**src/hw/rtl/ccfr_pkg.sv**
```systemverilog
// shared constants for the crc-checked frame receiver
package ccfr_pkg;

    localparam int unsigned BYTE_W = 8;
    localparam int unsigned CRC_W  = 16;
    localparam int unsigned POS_W  = 9;
    localparam int unsigned FLD_W  = 4;
    localparam int unsigned CFG_IDX_W = 8;

    // frame kinds as sampled with the start byte
    localparam logic KIND_MESSAGE = 1'b0;
    localparam logic KIND_ACK     = 1'b1;

    // result kinds
    localparam logic RESULT_PAYLOAD = 1'b0;
    localparam logic RESULT_SUMMARY = 1'b1;

    // configuration register indexes
    localparam logic [CFG_IDX_W-1:0] CFG_IDX_POLY = 8'd0;
    localparam logic [CFG_IDX_W-1:0] CFG_IDX_SEED = 8'd1;

    localparam logic [CRC_W-1:0] CRC_POLY_RESET = 16'h1021;
    localparam logic [CRC_W-1:0] CRC_SEED_RESET = 16'hFFFF;

    // header lengths including the start byte
    localparam logic [POS_W-1:0] HDR_LEN_MSG = 9'd4;
    localparam logic [POS_W-1:0] HDR_LEN_ACK = 9'd3;

endpackage

```
**src/hw/rtl/ccfr_crc_byte.sv**
```systemverilog
// one byte of a bitwise msb-first crc-16, unrolled into xor logic
module ccfr_crc_byte
    import ccfr_pkg::*;
(
    input  logic [CRC_W-1:0]  crc_in,
    input  logic [BYTE_W-1:0] data,
    input  logic [CRC_W-1:0]  poly,
    output logic [CRC_W-1:0]  crc_out
);

    // eight shift steps, feedback from crc msb xor data msb
    always_comb
    begin
        logic [CRC_W-1:0]  crc;
        logic [BYTE_W-1:0] d;
        logic              fb;
        crc = crc_in;
        d   = data;
        for (int k = 0; k < BYTE_W; k++)
        begin
            fb  = crc[CRC_W-1] ^ d[BYTE_W-1];
            crc = {crc[CRC_W-2:0], 1'b0};
            if (fb)
            begin
                crc = crc ^ poly;
            end
            d = {d[BYTE_W-2:0], 1'b0};
        end
        crc_out = crc;
    end

endmodule

```
**src/hw/rtl/crc_checked_frame_receiver_core.sv**
```systemverilog
// crc-checked frame receiver top level: byte-wide frame parser with crc-16 check
// results are registered: each input transfer's result lands in the output register
// throughput: one byte per cycle when not stalled; crc byte step is pure xor logic
// an input transfer is taken whenever the output register is empty or being emptied
// reset: awaits a start byte, polynomial 0x1021, seed 0xffff, output register empty
module crc_checked_frame_receiver_core
    import ccfr_pkg::*;
#(
    parameter int unsigned ADDR_BITS = 4
)
(
    input  logic                 clk,
    input  logic                 rst_n,
    // input byte channel
    input  logic                 in_valid,
    output logic                 in_ready,
    input  logic [BYTE_W-1:0]    rx_byte,
    input  logic                 frame_kind,
    // configuration channel
    input  logic                 cfg_valid,
    output logic                 cfg_ready,
    input  logic [CFG_IDX_W-1:0] cfg_index,
    input  logic [CRC_W-1:0]     cfg_data,
    // result channel
    output logic                 out_valid,
    input  logic                 out_ready,
    output logic                 result_kind,
    output logic [BYTE_W-1:0]    payload_byte,
    output logic                 kind_of_frame,
    output logic [BYTE_W-1:0]    sof_byte,
    output logic [FLD_W-1:0]     src_channel,
    output logic [FLD_W-1:0]     src_address,
    output logic [FLD_W-1:0]     dest_channel,
    output logic [FLD_W-1:0]     dest_address,
    output logic [BYTE_W-1:0]    payload_size,
    output logic [CRC_W-1:0]     received_crc,
    output logic [BYTE_W-1:0]    eof_byte,
    output logic                 crc_error
);

    localparam logic [BYTE_W:0]   ADDR_ONE  = (BYTE_W+1)'(1);
    localparam logic [BYTE_W-1:0] ADDR_MASK = BYTE_W'((ADDR_ONE << ADDR_BITS) - ADDR_ONE);

    // configuration registers
    logic [CRC_W-1:0] poly_reg;
    logic [CRC_W-1:0] seed_reg;

    // frame state
    logic [POS_W-1:0]  pos_reg,  pos_next;
    logic [CRC_W-1:0]  crc_reg,  crc_next;
    logic              kind_reg, kind_next;
    logic [BYTE_W-1:0] sof_reg,  sof_next;
    logic [BYTE_W-1:0] src_reg,  src_next;
    logic [BYTE_W-1:0] dst_reg,  dst_next;
    logic [BYTE_W-1:0] size_reg, size_next;
    logic [CRC_W-1:0]  rxcrc_reg, rxcrc_next;

    // output register
    logic              out_valid_reg, out_valid_next;
    logic              rkind_reg;
    logic [BYTE_W-1:0] pbyte_reg;
    logic              okind_reg;
    logic [BYTE_W-1:0] osof_reg;
    logic [FLD_W-1:0]  osrc_ch_reg, osrc_ad_reg, odst_ch_reg, odst_ad_reg;
    logic [BYTE_W-1:0] osize_reg;
    logic [CRC_W-1:0]  orxcrc_reg;
    logic [BYTE_W-1:0] oeof_reg;
    logic              oerr_reg;

    logic              in_xfer;
    logic              emit_payload;
    logic              emit_summary;
    logic [POS_W-1:0]  hdr_len;
    logic [POS_W-1:0]  body_end;
    logic [CRC_W-1:0]  crc_base;
    logic [CRC_W-1:0]  crc_stepped;
    logic [BYTE_W-1:0] src_shift, dst_shift, src_masked, dst_masked;

    // handshakes
    assign in_ready  = !out_valid_reg || out_ready;
    assign in_xfer   = in_valid && in_ready;
    assign cfg_ready = 1'b1;

    // configuration writes, unknown indexes ignored
    always_ff @(posedge clk or negedge rst_n)
    begin
        if (!rst_n)
        begin
            poly_reg <= CRC_POLY_RESET;
            seed_reg <= CRC_SEED_RESET;
        end
        else if (cfg_valid)
        begin
            if (cfg_index == CFG_IDX_POLY)
            begin
                poly_reg <= cfg_data;
            end
            if (cfg_index == CFG_IDX_SEED)
            begin
                seed_reg <= cfg_data;
            end
        end
    end

    // crc byte step, seeded at frame start
    assign crc_base = (pos_reg == '0) ? seed_reg : crc_reg;

    ccfr_crc_byte u_crc_byte (
        .crc_in  (crc_base),
        .data    (rx_byte),
        .poly    (poly_reg),
        .crc_out (crc_stepped)
    );

    // frame layout from the latched kind and size
    assign hdr_len  = (kind_reg == KIND_ACK) ? HDR_LEN_ACK : HDR_LEN_MSG;
    assign body_end = (kind_reg == KIND_ACK) ? HDR_LEN_ACK
                                             : HDR_LEN_MSG + POS_W'(size_reg);

    // frame parser next state
    always_comb
    begin
        pos_next     = pos_reg;
        crc_next     = crc_reg;
        kind_next    = kind_reg;
        sof_next     = sof_reg;
        src_next     = src_reg;
        dst_next     = dst_reg;
        size_next    = size_reg;
        rxcrc_next   = rxcrc_reg;
        emit_payload = 1'b0;
        emit_summary = 1'b0;
        if (in_xfer)
        begin
            priority if (pos_reg == '0)
            begin
                kind_next = frame_kind;
                sof_next  = rx_byte;
                src_next  = '0;
                dst_next  = '0;
                size_next = '0;
                crc_next  = crc_stepped;
                pos_next  = POS_W'(1);
            end
            else if (pos_reg < hdr_len)
            begin
                unique case (pos_reg[1:0])
                    2'd1:    src_next  = rx_byte;
                    2'd2:    dst_next  = rx_byte;
                    2'd3:    size_next = rx_byte;
                    default: sof_next  = rx_byte;
                endcase
                crc_next = crc_stepped;
                pos_next = pos_reg + POS_W'(1);
            end
            else if (pos_reg < body_end)
            begin
                crc_next     = crc_stepped;
                pos_next     = pos_reg + POS_W'(1);
                emit_payload = 1'b1;
            end
            else if (pos_reg == body_end)
            begin
                rxcrc_next = {rx_byte, BYTE_W'(0)};
                pos_next   = pos_reg + POS_W'(1);
            end
            else if (pos_reg == body_end + POS_W'(1))
            begin
                rxcrc_next = {rxcrc_reg[CRC_W-1:BYTE_W], rx_byte};
                pos_next   = pos_reg + POS_W'(1);
            end
            else
            begin
                emit_summary = 1'b1;
                pos_next     = '0;
            end
        end
    end

    // frame state registers
    always_ff @(posedge clk or negedge rst_n)
    begin
        if (!rst_n)
        begin
            pos_reg   <= '0;
            crc_reg   <= CRC_SEED_RESET;
            kind_reg  <= KIND_MESSAGE;
            sof_reg   <= '0;
            src_reg   <= '0;
            dst_reg   <= '0;
            size_reg  <= '0;
            rxcrc_reg <= '0;
        end
        else
        begin
            pos_reg   <= pos_next;
            crc_reg   <= crc_next;
            kind_reg  <= kind_next;
            sof_reg   <= sof_next;
            src_reg   <= src_next;
            dst_reg   <= dst_next;
            size_reg  <= size_next;
            rxcrc_reg <= rxcrc_next;
        end
    end

    // channel and address split of the source and destination bytes
    assign src_shift  = src_reg >> ADDR_BITS;
    assign dst_shift  = dst_reg >> ADDR_BITS;
    assign src_masked = src_reg & ADDR_MASK;
    assign dst_masked = dst_reg & ADDR_MASK;

    // output register valid
    always_comb
    begin
        out_valid_next = out_valid_reg && !out_ready;
        if (emit_payload || emit_summary)
        begin
            out_valid_next = 1'b1;
        end
    end

    always_ff @(posedge clk or negedge rst_n)
    begin
        if (!rst_n)
        begin
            out_valid_reg <= 1'b0;
        end
        else
        begin
            out_valid_reg <= out_valid_next;
        end
    end

    // output register payload, summary fields zero in a payload result
    always_ff @(posedge clk)
    begin
        if (emit_payload)
        begin
            rkind_reg   <= RESULT_PAYLOAD;
            pbyte_reg   <= rx_byte;
            okind_reg   <= 1'b0;
            osof_reg    <= '0;
            osrc_ch_reg <= '0;
            osrc_ad_reg <= '0;
            odst_ch_reg <= '0;
            odst_ad_reg <= '0;
            osize_reg   <= '0;
            orxcrc_reg  <= '0;
            oeof_reg    <= '0;
            oerr_reg    <= 1'b0;
        end
        else if (emit_summary)
        begin
            rkind_reg   <= RESULT_SUMMARY;
            pbyte_reg   <= '0;
            okind_reg   <= kind_reg;
            osof_reg    <= sof_reg;
            osrc_ch_reg <= src_shift[FLD_W-1:0];
            osrc_ad_reg <= src_masked[FLD_W-1:0];
            odst_ch_reg <= dst_shift[FLD_W-1:0];
            odst_ad_reg <= dst_masked[FLD_W-1:0];
            osize_reg   <= (kind_reg == KIND_ACK) ? BYTE_W'(0) : size_reg;
            orxcrc_reg  <= rxcrc_reg;
            oeof_reg    <= rx_byte;
            oerr_reg    <= (~crc_reg) != rxcrc_reg;
        end
    end

    assign out_valid     = out_valid_reg;
    assign result_kind   = rkind_reg;
    assign payload_byte  = pbyte_reg;
    assign kind_of_frame = okind_reg;
    assign sof_byte      = osof_reg;
    assign src_channel   = osrc_ch_reg;
    assign src_address   = osrc_ad_reg;
    assign dest_channel  = odst_ch_reg;
    assign dest_address  = odst_ad_reg;
    assign payload_size  = osize_reg;
    assign received_crc  = orxcrc_reg;
    assign eof_byte      = oeof_reg;
    assign crc_error     = oerr_reg;

endmodule
```
**config.mk**
```make
export PLATFORM = sky130hd
export DESIGN_NAME = crc_checked_frame_receiver_core
export DESIGN_NICKNAME = d
export VERILOG_FILES = /design/src/hw/rtl/ccfr_pkg.sv /design/src/hw/rtl/ccfr_crc_byte.sv /design/src/hw/rtl/crc_checked_frame_receiver_core.sv
export SDC_FILE = /design/constraint.sdc
export NUM_CORES = 1
export LEC_CHECK = 0
export ABC_AREA = 1
export ABC_CLOCK_PERIOD_IN_PS = 4200
export BUFFER_PORTS_ARGS = -buffer_cell sky130_fd_sc_hd__clkbuf_2
export CORE_ASPECT_RATIO = 0.9
export CORE_MARGIN = 4
export CORE_UTILIZATION = 30
export CTS_CLUSTER_SIZE = 24
export DETAILED_ROUTE_END_ITERATION = 8
export SYNTH_ARGS = -nofsm -noshare
export SYNTH_HDL_FRONTEND = slang
export SYNTH_SLANG_ARGS = --single-unit
```
**constraint.sdc**
```tcl
create_clock -name clk -period 4.2 [get_ports clk]
set_input_delay 0.84 -clock clk [delete_from_list [all_inputs] [get_ports clk]]
set_output_delay 0.84 -clock clk [all_outputs]
set_load 0.05 [all_outputs]
```
==> impl_metrics.toml, run 1 <==
[placed_design]
dp_hpwl_mm = 23.3
numPlacedInstances = 1998
portBuffers = 106
place_area_mm2 = 0.0114
place_congestion = 0.916
post-place-ws_ns = 0.124

[sta]
final.setup_skew_ns = 0.0104
hold_viol_final = 0
setup_tns_ns = 0
setup_viol = 0
timing.final.ws_setup_ns = 0.305
relSlewSlack = 0.274
tightest_slew_ns = 1.08
fmax_ghz = 0.257
hold_slack_ns = 0.469
post-route-period-util = 0.927
min_period_ns = 3.89
finalMaxSlewViolations = 0

[cts]
root_buffer = "clkbuf_16"
clk_path_buf_depth = 2
htree_levels = 4
cts_hold_buf = 0
cts_buffers = 17
cts_tree = "done"
path_clk_slew_ns = 0.08
worst_skew_pair.late_latency_ns = 0.44
cts.sinks = 174

[layout]
final_nets = 1616
design_area_mm2 = 0.0122
areaGrowthSynthToFinish_pct = 16.7
drive_gt1_frac = 0.182
antenna_cells = 0
n_fill_cell = 3700
finalNonFillerCells = 2035

[synthesis]
async_flop_share = 0.615
synth.area.top_cells = "dfrtp_1, nand2_1, dfxtp_1, dfstp_2, nand3_1"
synth_compound_area_frac = 0.102
yosysUniqueCellTypes = 48
synth_area_leader_cell = "dfrtp_1"
synth_top_family_by_area = "simple AND/OR/NAND/NOR gates"
synth_simple_gate_area_frac = 0.330
muxShareOfSynthArea = 0.000959
synth_area_mm2 = 0.0104
synth_enable_flop_cells = 8
ys_ff_latch = 174
avgSynthCellArea_um2 = 7.08
synth_top_area_frac = 0.173
synth_fa_ha_area_frac = 0.0216
synth_top_cells_by_count = "nand2_1, nor2_1, nand3_1"
yosysWarnings = 0
yosysSeqAreaShare = 0.397
post-synth-top-count-cell = "nand2_1"
synth_ff_type = "dfrtp_1"
synth_nets = 1529
netlist_instances = 1473
synth_xor_area_frac = 0.0638

[setup_path]
cp.required_ns = 4.59
timing.rr.end = "crc_reg[2]"
reg2reg_from = "pos_reg[0]"
cp-end-kind = "flip-flop"
cp_slowest_stage_delay_ns = 0.43
start_kind = "flip-flop"
crit_type = "flip-flop to flip-flop"
rrSetupSlack_ns = 0.31
slowest_stage = "dfrtp_1"
cp_max_fo = 23
reg2reg_depth = 30
worstPathArrival_ns = 4.28
critPathMostFrequentCell = "nand2_1"

[detailed_routing]
routed_wirelength_mm = 31.3
wl_per_cell_um = 15.4
ant_nets = 0
route.detailed.drc = 0
num_vias = 9811
vias_per_cell = 4.82
drt_iter0_drc = 717
drt-pass1-iter-count = 5

[global_routing]
grt_pass1_wl_mm = 49.9
grt_max_degree = 108
grt.total_usage = 0.164
grt_pass1_vias = 9294
antenna_found_initial = 1
grt-ovfl-total = 0

[min_path]
hold_depth = 1
hold_path_end = "result_kind"
hold_class = "flip-flop to flip-flop"
min-delay-start = "result_kind"

[floorplanning]
pin_count = 108
core_region_area_mm2 = 0.0342
die_w_um = 205
initial_core_util = 0.305
std_cell_rows = 64
dieArea_mm2 = 0.0378
die_h_um = 185

[power]
power_density_mw_per_mm2 = 832
p_leak_nw = 5.75
ir_worst_vdd_uv = 506

[outcome]
status = "complete, no violations"

[flow_run]
drv_cap = 0
-- critical path, delay by kind of cell (launching register included) --
| family | cells | cell delay [ns] |
|---|---|---|
| flops | 1 | 0.43 |
| fa+ha+maj | 1 | 0.20 |
| simple gates | 21 | 2.35 |
| compound gates | 1 | 0.11 |
| buf+inv | 7 | 0.75 |
-- metal layers --
layer	wire length [um]	part of all wire	GRT usage	vias up
met5	13	0.00042	0	-
li1	-	-	-	4904
met4	867	0.028	0.0565	2
met3	1740	0.056	0.0319	49
met1	14600	0.47	0.224	4588
met2	14100	0.45	0.262	268
-- cells in the final DEF (no fill, tap or decap), drive strengths merged, types with 36 or more instances in the layout --
cell type,Yosys,routed
nand3,171,171
dfxtp,59,59
xnor2,36,36
nand2,389,389
o21ai,155,155
clkbuf,48,125
dfrtp,72,72
inv,148,155
nor2,195,195
xor2,40,40
-- final cells by class --
class	count	area (um^2)	share of cell area
Clock buffer	20	468	0.0384
Clock inverter	12	119	0.00976
Inverter	148	558	0.0458
Multi-Input combinational cell	1083	5500	0.452
Sequential cell	174	4140	0.340
Tap cell	462	578	0.0475
Timing Repair Buffer	136	811	0.0666
-- metrics by stage --
step / total power, mW / util
after floorplan: 7.00 / -
after global placement: 8.30 / 0.335
after detailed placement: 8.41 / 0.335
after CTS: 10.0 / 0.352
after global routing: 11.0 / 0.356
final: 10.1 / 0.356
-- power breakdown --
part / internal, mW / switching [mW]
Sequential: 2.32 / 0.458
Clock: 0.838 / 0.762
Combinational: 1.70 / 4.05
Total: 4.86 / 5.27
-- what timing repair did --
action                     CTS  global route
buffers inserted             0             5
setup endpoints to repair    0            16
resized for setup            0            25
-- cells by family (layout without fill, tap and decap cells) --
logic type / Yosys count / in the layout
other cells: 1 / 1
simple gates: 785 / 785
xor+xnor: 76 / 76
mux: 1 / 1
buf+inv: 216 / 316
fa+ha+maj: 18 / 18
compound gates: 202 / 202
flops: 174 / 174
-- worst max path at each step --
| stage | startpoint | to | slack (ns) |
|---|---|---|---|
| floorplan | pos_reg[1] | crc_reg[11] | 0.72 |
| finish | pos_reg[0] | crc_reg[2] | 0.31 |
| CTS | pos_reg[1] | crc_reg[1] | 0.09 |
| global placement | pos_reg[1] | crc_reg[2] | 0.24 |
| detailed placement | pos_reg[1] | crc_reg[3] | 0.12 |
| global route | pos_reg[0] | crc_reg[8] | -0.04 |
Note: power is estimated with default switching activity, not from simulation.
==> run 2, diff against run 1 <==
--- a/config.mk
+++ b/config.mk
@@ -13,6 +13,9 @@
 export CORE_UTILIZATION = 30
 export CTS_CLUSTER_SIZE = 24
 export DETAILED_ROUTE_END_ITERATION = 8
+export GPL_TIMING_DRIVEN = 0
+export PLACE_DENSITY = 0.5
+export SETUP_SLACK_MARGIN = 0.5
 export SYNTH_ARGS = -nofsm -noshare
 export SYNTH_HDL_FRONTEND = slang
 export SYNTH_SLANG_ARGS = --single-unit
==> run 2 against run 1 <==
Net effect:
- maximum frequency is 0.18% higher
- clock power is 11% higher
- first-iteration DRC count is 30% higher
- sequential power up 3%
- utilization up 4.1 points
- critical path depth is 5 higher
- flip-flop and latch count unchanged
==> impl_metrics.toml, run 2 (synthesis gave the netlist of run 1 again) <==
[layout]
design_area_mm2 = 0.0136
final_nets = 1723
drive_gt1_frac = 0.265
final_common_cell = "nand2_1"
final_cell_mix = "nand2_1, nor2_1, o21ai_0, nand3_1, clkbuf_2"
areaGrowthSynthToFinish_pct = 30.3

[detailed_routing]
ant_nets = 0
wl_per_cell_um = 16.9
vias_per_cell = 4.83
wl_met2_mm = 16.1
top_layer_used = "met4"
route.detailed.drc = 0
routed_wirelength_mm = 36.1
met3_wirelength_mm = 1.78
num_vias = 10300
met1_length_mm = 17.7
drt-pass1-iter-count = 5
drt_iter0_drc = 929

[placed_design]
place_area_mm2 = 0.0116
portBuffers = 106
dp_hpwl_mm = 26.4
place_congestion = 0.853

[setup_path]
cp_max_fo = 8
cp.required_ns = 4.58
start_kind = "flip-flop"
slowest_stage = "dfrtp_2"
cp-end-kind = "flip-flop"
worstPathArrival_ns = 4.27
reg2reg_depth = 35
critPathMostFrequentCell = "nand2_4"
crit_type = "flip-flop to flip-flop"
cp_slowest_stage_delay_ns = 0.43

[sta]
tightest_slew_ns = 0.789
fmax_ghz = 0.257
relSlewSlack = 0.474
hold_viol_final = 0
post-route-period-util = 0.926
finalMaxSlewViolations = 0
final.setup_skew_ns = 0.0115
rsz0062_at_grt = "true"
setup_viol = 0
min_period_ns = 3.89

[floorplanning]
die_w_um = 205
pin_count = 108
dieArea_mm2 = 0.0378
die_h_um = 185
initial_core_util = 0.305
core_region_area_mm2 = 0.0342
std_cell_rows = 64

[cts]
cts_buffers = 17
cts_tree = "done"
path_clk_slew_ns = 0.08
worst_skew_pair.late_latency_ns = 0.44
root_buffer = "clkbuf_16"
cts.sinks = 174
htree_levels = 4
clk_path_buf_depth = 2

[global_routing]
antenna_found_initial = 1
grt_max_degree = 56
grt-ovfl-total = 0
grt_pass1_wl_mm = 55.5
grt.total_usage = 0.187
grt_pass1_vias = 9776

[power]
power_density_mw_per_mm2 = 895
ir_worst_vdd_uv = 437
finalPower_mw = 12.2
p_leak_nw = 6.31

[flow_run]
drv_cap = 0

[min_path]
hold_class = "input port to async pin"

[outcome]
status = "complete, no violations"
[run 2: changes by cell type in the layout (fill, tap and decap cells not counted), sizes merged]
cell and delta:
inv +1, clkinv -2, clkbuf +48, bufinv +3, buf +58, clkinvlp -1, diode +1
[run 2: through the flow]
step	worst slack, ns	cells	hold WS (ns)	util	setup TNS, ns
after floorplan	0.717	1473	0.454	-	0
after global placement	-0.351	2041	0.453	0.338	-4.25
after detailed placement	-0.339	2042	0.462	0.339	-4.14
after CTS	0.466	2115	0.387	0.377	0
after global routing	0.120	2143	0.407	0.398	0
final	0.312	2143	0.379	0.398	0
[run 2: layout make-up]
type                       count  area [um^2]
inverter                     148          586
sequential                   174         4150
timing repair buffer         175         1230
clock buffer                  19          443
multi-input combinational   1083         6010
clock inverter                13          193
tap                          462          578
buffer                        68          409
antenna                        1         2.50
fill                        3554        20600
[run 2: per-layer routing]
metal / up-vias / global-route usage
li1: 5134 / -
met1: 4929 / 0.275
met2: 253 / 0.289
met3: 32 / 0.0319
met4: 0 / 0.0445
met5: - / 0
[run 2: what timing repair did]
item / 4_1_cts / 5_1_grt
gates cloned: 2 / 1
setup endpoints to repair: 84 / 92
hold buffers: 0 / 0
setup buffers: 39 / 26
gates resized for setup: 88 / 136
pin swaps: 46 / 63
[run 2: worst max-delay path: cells and delay by family (launching register included)]
| kind | cells | cell delay, ns |
|---|---|---|
| adder cells (fa/ha/maj) | 1 | 0.13 |
| AND/OR/NAND/NOR | 26 | 2.53 |
| flip-flops | 1 | 0.43 |
| buffers and inverters | 8 | 0.70 |
[run 2: where the power goes]
part	leakage, nW	internal [mW]	switching (mW)	total (mW)
logic	4.14	2.58	4.98	7.56
clock network	0.314	0.984	0.783	1.77
registers	1.85	2.37	0.474	2.85
total	6.31	5.93	6.24	12.2
[run 2: path summary, 6_finish.rpt]
| kind | slack, ns | end | startpoint |
|---|---|---|---|
| max | 0.31 | crc_reg[8] | pos_reg[1] |
| min | 0.38 | poly_reg[6] | rst_n |
| max reg2reg | 0.31 | crc_reg[8] | pos_reg[1] |
| min reg2reg | 0.48 | result_kind | result_kind |
| max in group asynchronous | 3.15 | crc_reg[9] | rst_n |
| min in group clk | 0.48 | result_kind | result_kind |
==> run 3, diff against run 2 <==
--- a/config.mk
+++ b/config.mk
@@ -14,6 +14,7 @@
 export CTS_CLUSTER_SIZE = 24
 export DETAILED_ROUTE_END_ITERATION = 8
 export GPL_TIMING_DRIVEN = 0
+export MAX_ROUTING_LAYER = met4
 export PLACE_DENSITY = 0.5
 export SETUP_SLACK_MARGIN = 0.5
 export SYNTH_ARGS = -nofsm -noshare
==> run 3 against run 2 <==
Net effect:
- register-to-register slack about the same
- final cell count is the same
- flip-flop and latch count did not move
- first-iteration DRC count decreased by 6.2%
- total power about the same
- clock power barely moved
- maximum frequency about the same
- worst hold slack better by 0.0018 ns
- combinational power about the same
- sequential power about the same
- global-route usage is 0.57 points higher
- critical endpoint unchanged
- largest power group unchanged
==> impl_metrics.toml, run 3 (synthesis gave the netlist of run 1 again) <==
[detailed_routing]
num_vias = 10400
vias_per_cell = 4.85
routed_wirelength_mm = 36.1
route.detailed.drc = 0
wl_per_cell_um = 16.8
drt_iter0_drc = 871
ant_nets = 0
drt-pass1-iter-count = 7

[floorplanning]
die_h_um = 185
die_w_um = 205
initial_core_util = 0.305
std_cell_rows = 64
pin_count = 108
core_region_area_mm2 = 0.0342
dieArea_mm2 = 0.0378

[cts]
cts_hold_buf = 0
cts_tree = "done"
htree_levels = 4
root_buffer = "clkbuf_16"
path_clk_slew_ns = 0.08
clk_path_buf_depth = 2
cts.sinks = 174
cts_buffers = 17
worst_skew_pair.late_latency_ns = 0.44

[sta]
rsz0062_at_grt = "true"
setup_tns_ns = 0
finalMaxSlewViolations = 0
final.setup_skew_ns = 0.00990
fmax_ghz = 0.257
tightest_slew_ns = 0.782
hold_viol_final = 0
min_period_ns = 3.89
hold_slack_ns = 0.380
setup_viol = 0
post-route-period-util = 0.925
relSlewSlack = 0.479
timing.final.ws_setup_ns = 0.313

[global_routing]
grt_pass1_vias = 9779
grt_pass1_wl_mm = 55.6
grt_max_degree = 56
antenna_found_initial = 1
grt-ovfl-total = 0
grt.total_usage = 0.193

[layout]
n_fill_cell = 3555
areaGrowthSynthToFinish_pct = 30.3
final_cell_mix = "nand2_1, nor2_1, o21ai_0, nand3_1, clkbuf_2"
final_common_cell = "nand2_1"
final_nets = 1723
drive_gt1_frac = 0.265

[setup_path]
cp_slowest_stage_delay_ns = 0.43
cp.required_ns = 4.58
reg2reg_depth = 35
worstPathArrival_ns = 4.26
crit_type = "flip-flop to flip-flop"
timing.rr.end = "crc_reg[8]"
cp_max_fo = 8
reg2reg_from = "pos_reg[1]"
cp-end-kind = "flip-flop"
start_kind = "flip-flop"
slowest_stage = "dfrtp_2"
rrSetupSlack_ns = 0.31
critPathMostFrequentCell = "nand2_4"

[placed_design]
place_congestion = 0.870
portBuffers = 106
post-place-ws_ns = -0.339
dp_hpwl_mm = 26.4

[flow_run]
drv_cap = 0

[min_path]
hold_class = "input port to async pin"

[power]
p_leak_nw = 6.31
ir_worst_vdd_uv = 436
power_density_mw_per_mm2 = 894

[outcome]
status = "complete, no violations"
[run 3: changes by cell type in the layout (fill, tap and decap cells not counted), sizes merged]
| cell | change |
|---|---|
| clkbuf | +1 |
| buf | -1 |
[run 3: per-layer routing]
metal | share of wire | track usage | vias to the layer above | wire length, um
met4 | 0.017 | 0.0445 | 0 | 604
li1 | - | - | 5150 | -
met5 | 0 | - | - | 0
met3 | 0.055 | 0.0324 | 41 | 1970
met2 | 0.44 | 0.289 | 304 | 16000
met1 | 0.49 | 0.275 | 4889 | 17600
[run 3: power by group]
group          total [mW]  switching (mW)  internal (mW)
Combinational        7.55            4.98           2.58
Clock                1.76           0.779          0.984
Sequential           2.84           0.472           2.37
[run 3: what timing repair did]
item	in CTS	in global routing
setup endpoints to repair	84	92
setup buffers	39	26
cloned	2	1
gates resized for setup	88	136
pin swaps	46	64
[run 3: worst max path at each step]
stage / startpoint / end / slack (ns) / cells after the start
detailed placement: kind_reg / payload_byte[2] / -0.34 / 16
global route: pos_reg[0] / crc_reg[8] / 0.12 / 37
global placement: kind_reg / payload_byte[1] / -0.35 / 16
floorplan: pos_reg[1] / crc_reg[11] / 0.72 / 36
CTS: pos_reg[1] / crc_reg[7] / 0.47 / 36
finish: pos_reg[1] / crc_reg[8] / 0.31 / 35
[run 3: worst max-delay path: cells and delay by family, from the launching register on]
family / cells / cell delay (ns)
adder cells (fa/ha/maj): 1 / 0.13
AND/OR/NAND/NOR: 26 / 2.53
buffers and inverters: 8 / 0.70
flip-flops: 1 / 0.43
[run 3: layout make-up]
| cell class | count | area (um^2) | share of cell area |
|---|---|---|---|
| multi-input cells | 1083 | 6010 | 0.442 |
| flip-flops and latches | 174 | 4150 | 0.305 |
| repair buffers | 175 | 1230 | 0.0902 |
| inverters | 148 | 586 | 0.0431 |
| well taps | 462 | 578 | 0.0425 |
| clock buffers | 19 | 443 | 0.0326 |
| plain buffers | 68 | 409 | 0.0301 |
| clock inverters | 13 | 193 | 0.0142 |
| diodes | 1 | 2.50 | 0.000184 |
[run 3: per-stage QoR]
stage	utilization	power, mW	instances	instance area (um^2)
detailed placement	0.339	8.61	2042	11600
CTS	0.377	11.5	2115	12900
finish	0.398	12.2	2143	13600
global placement	0.338	8.56	2041	11500
floorplan	-	7.00	1473	10400
global route	0.398	13.1	2143	13600
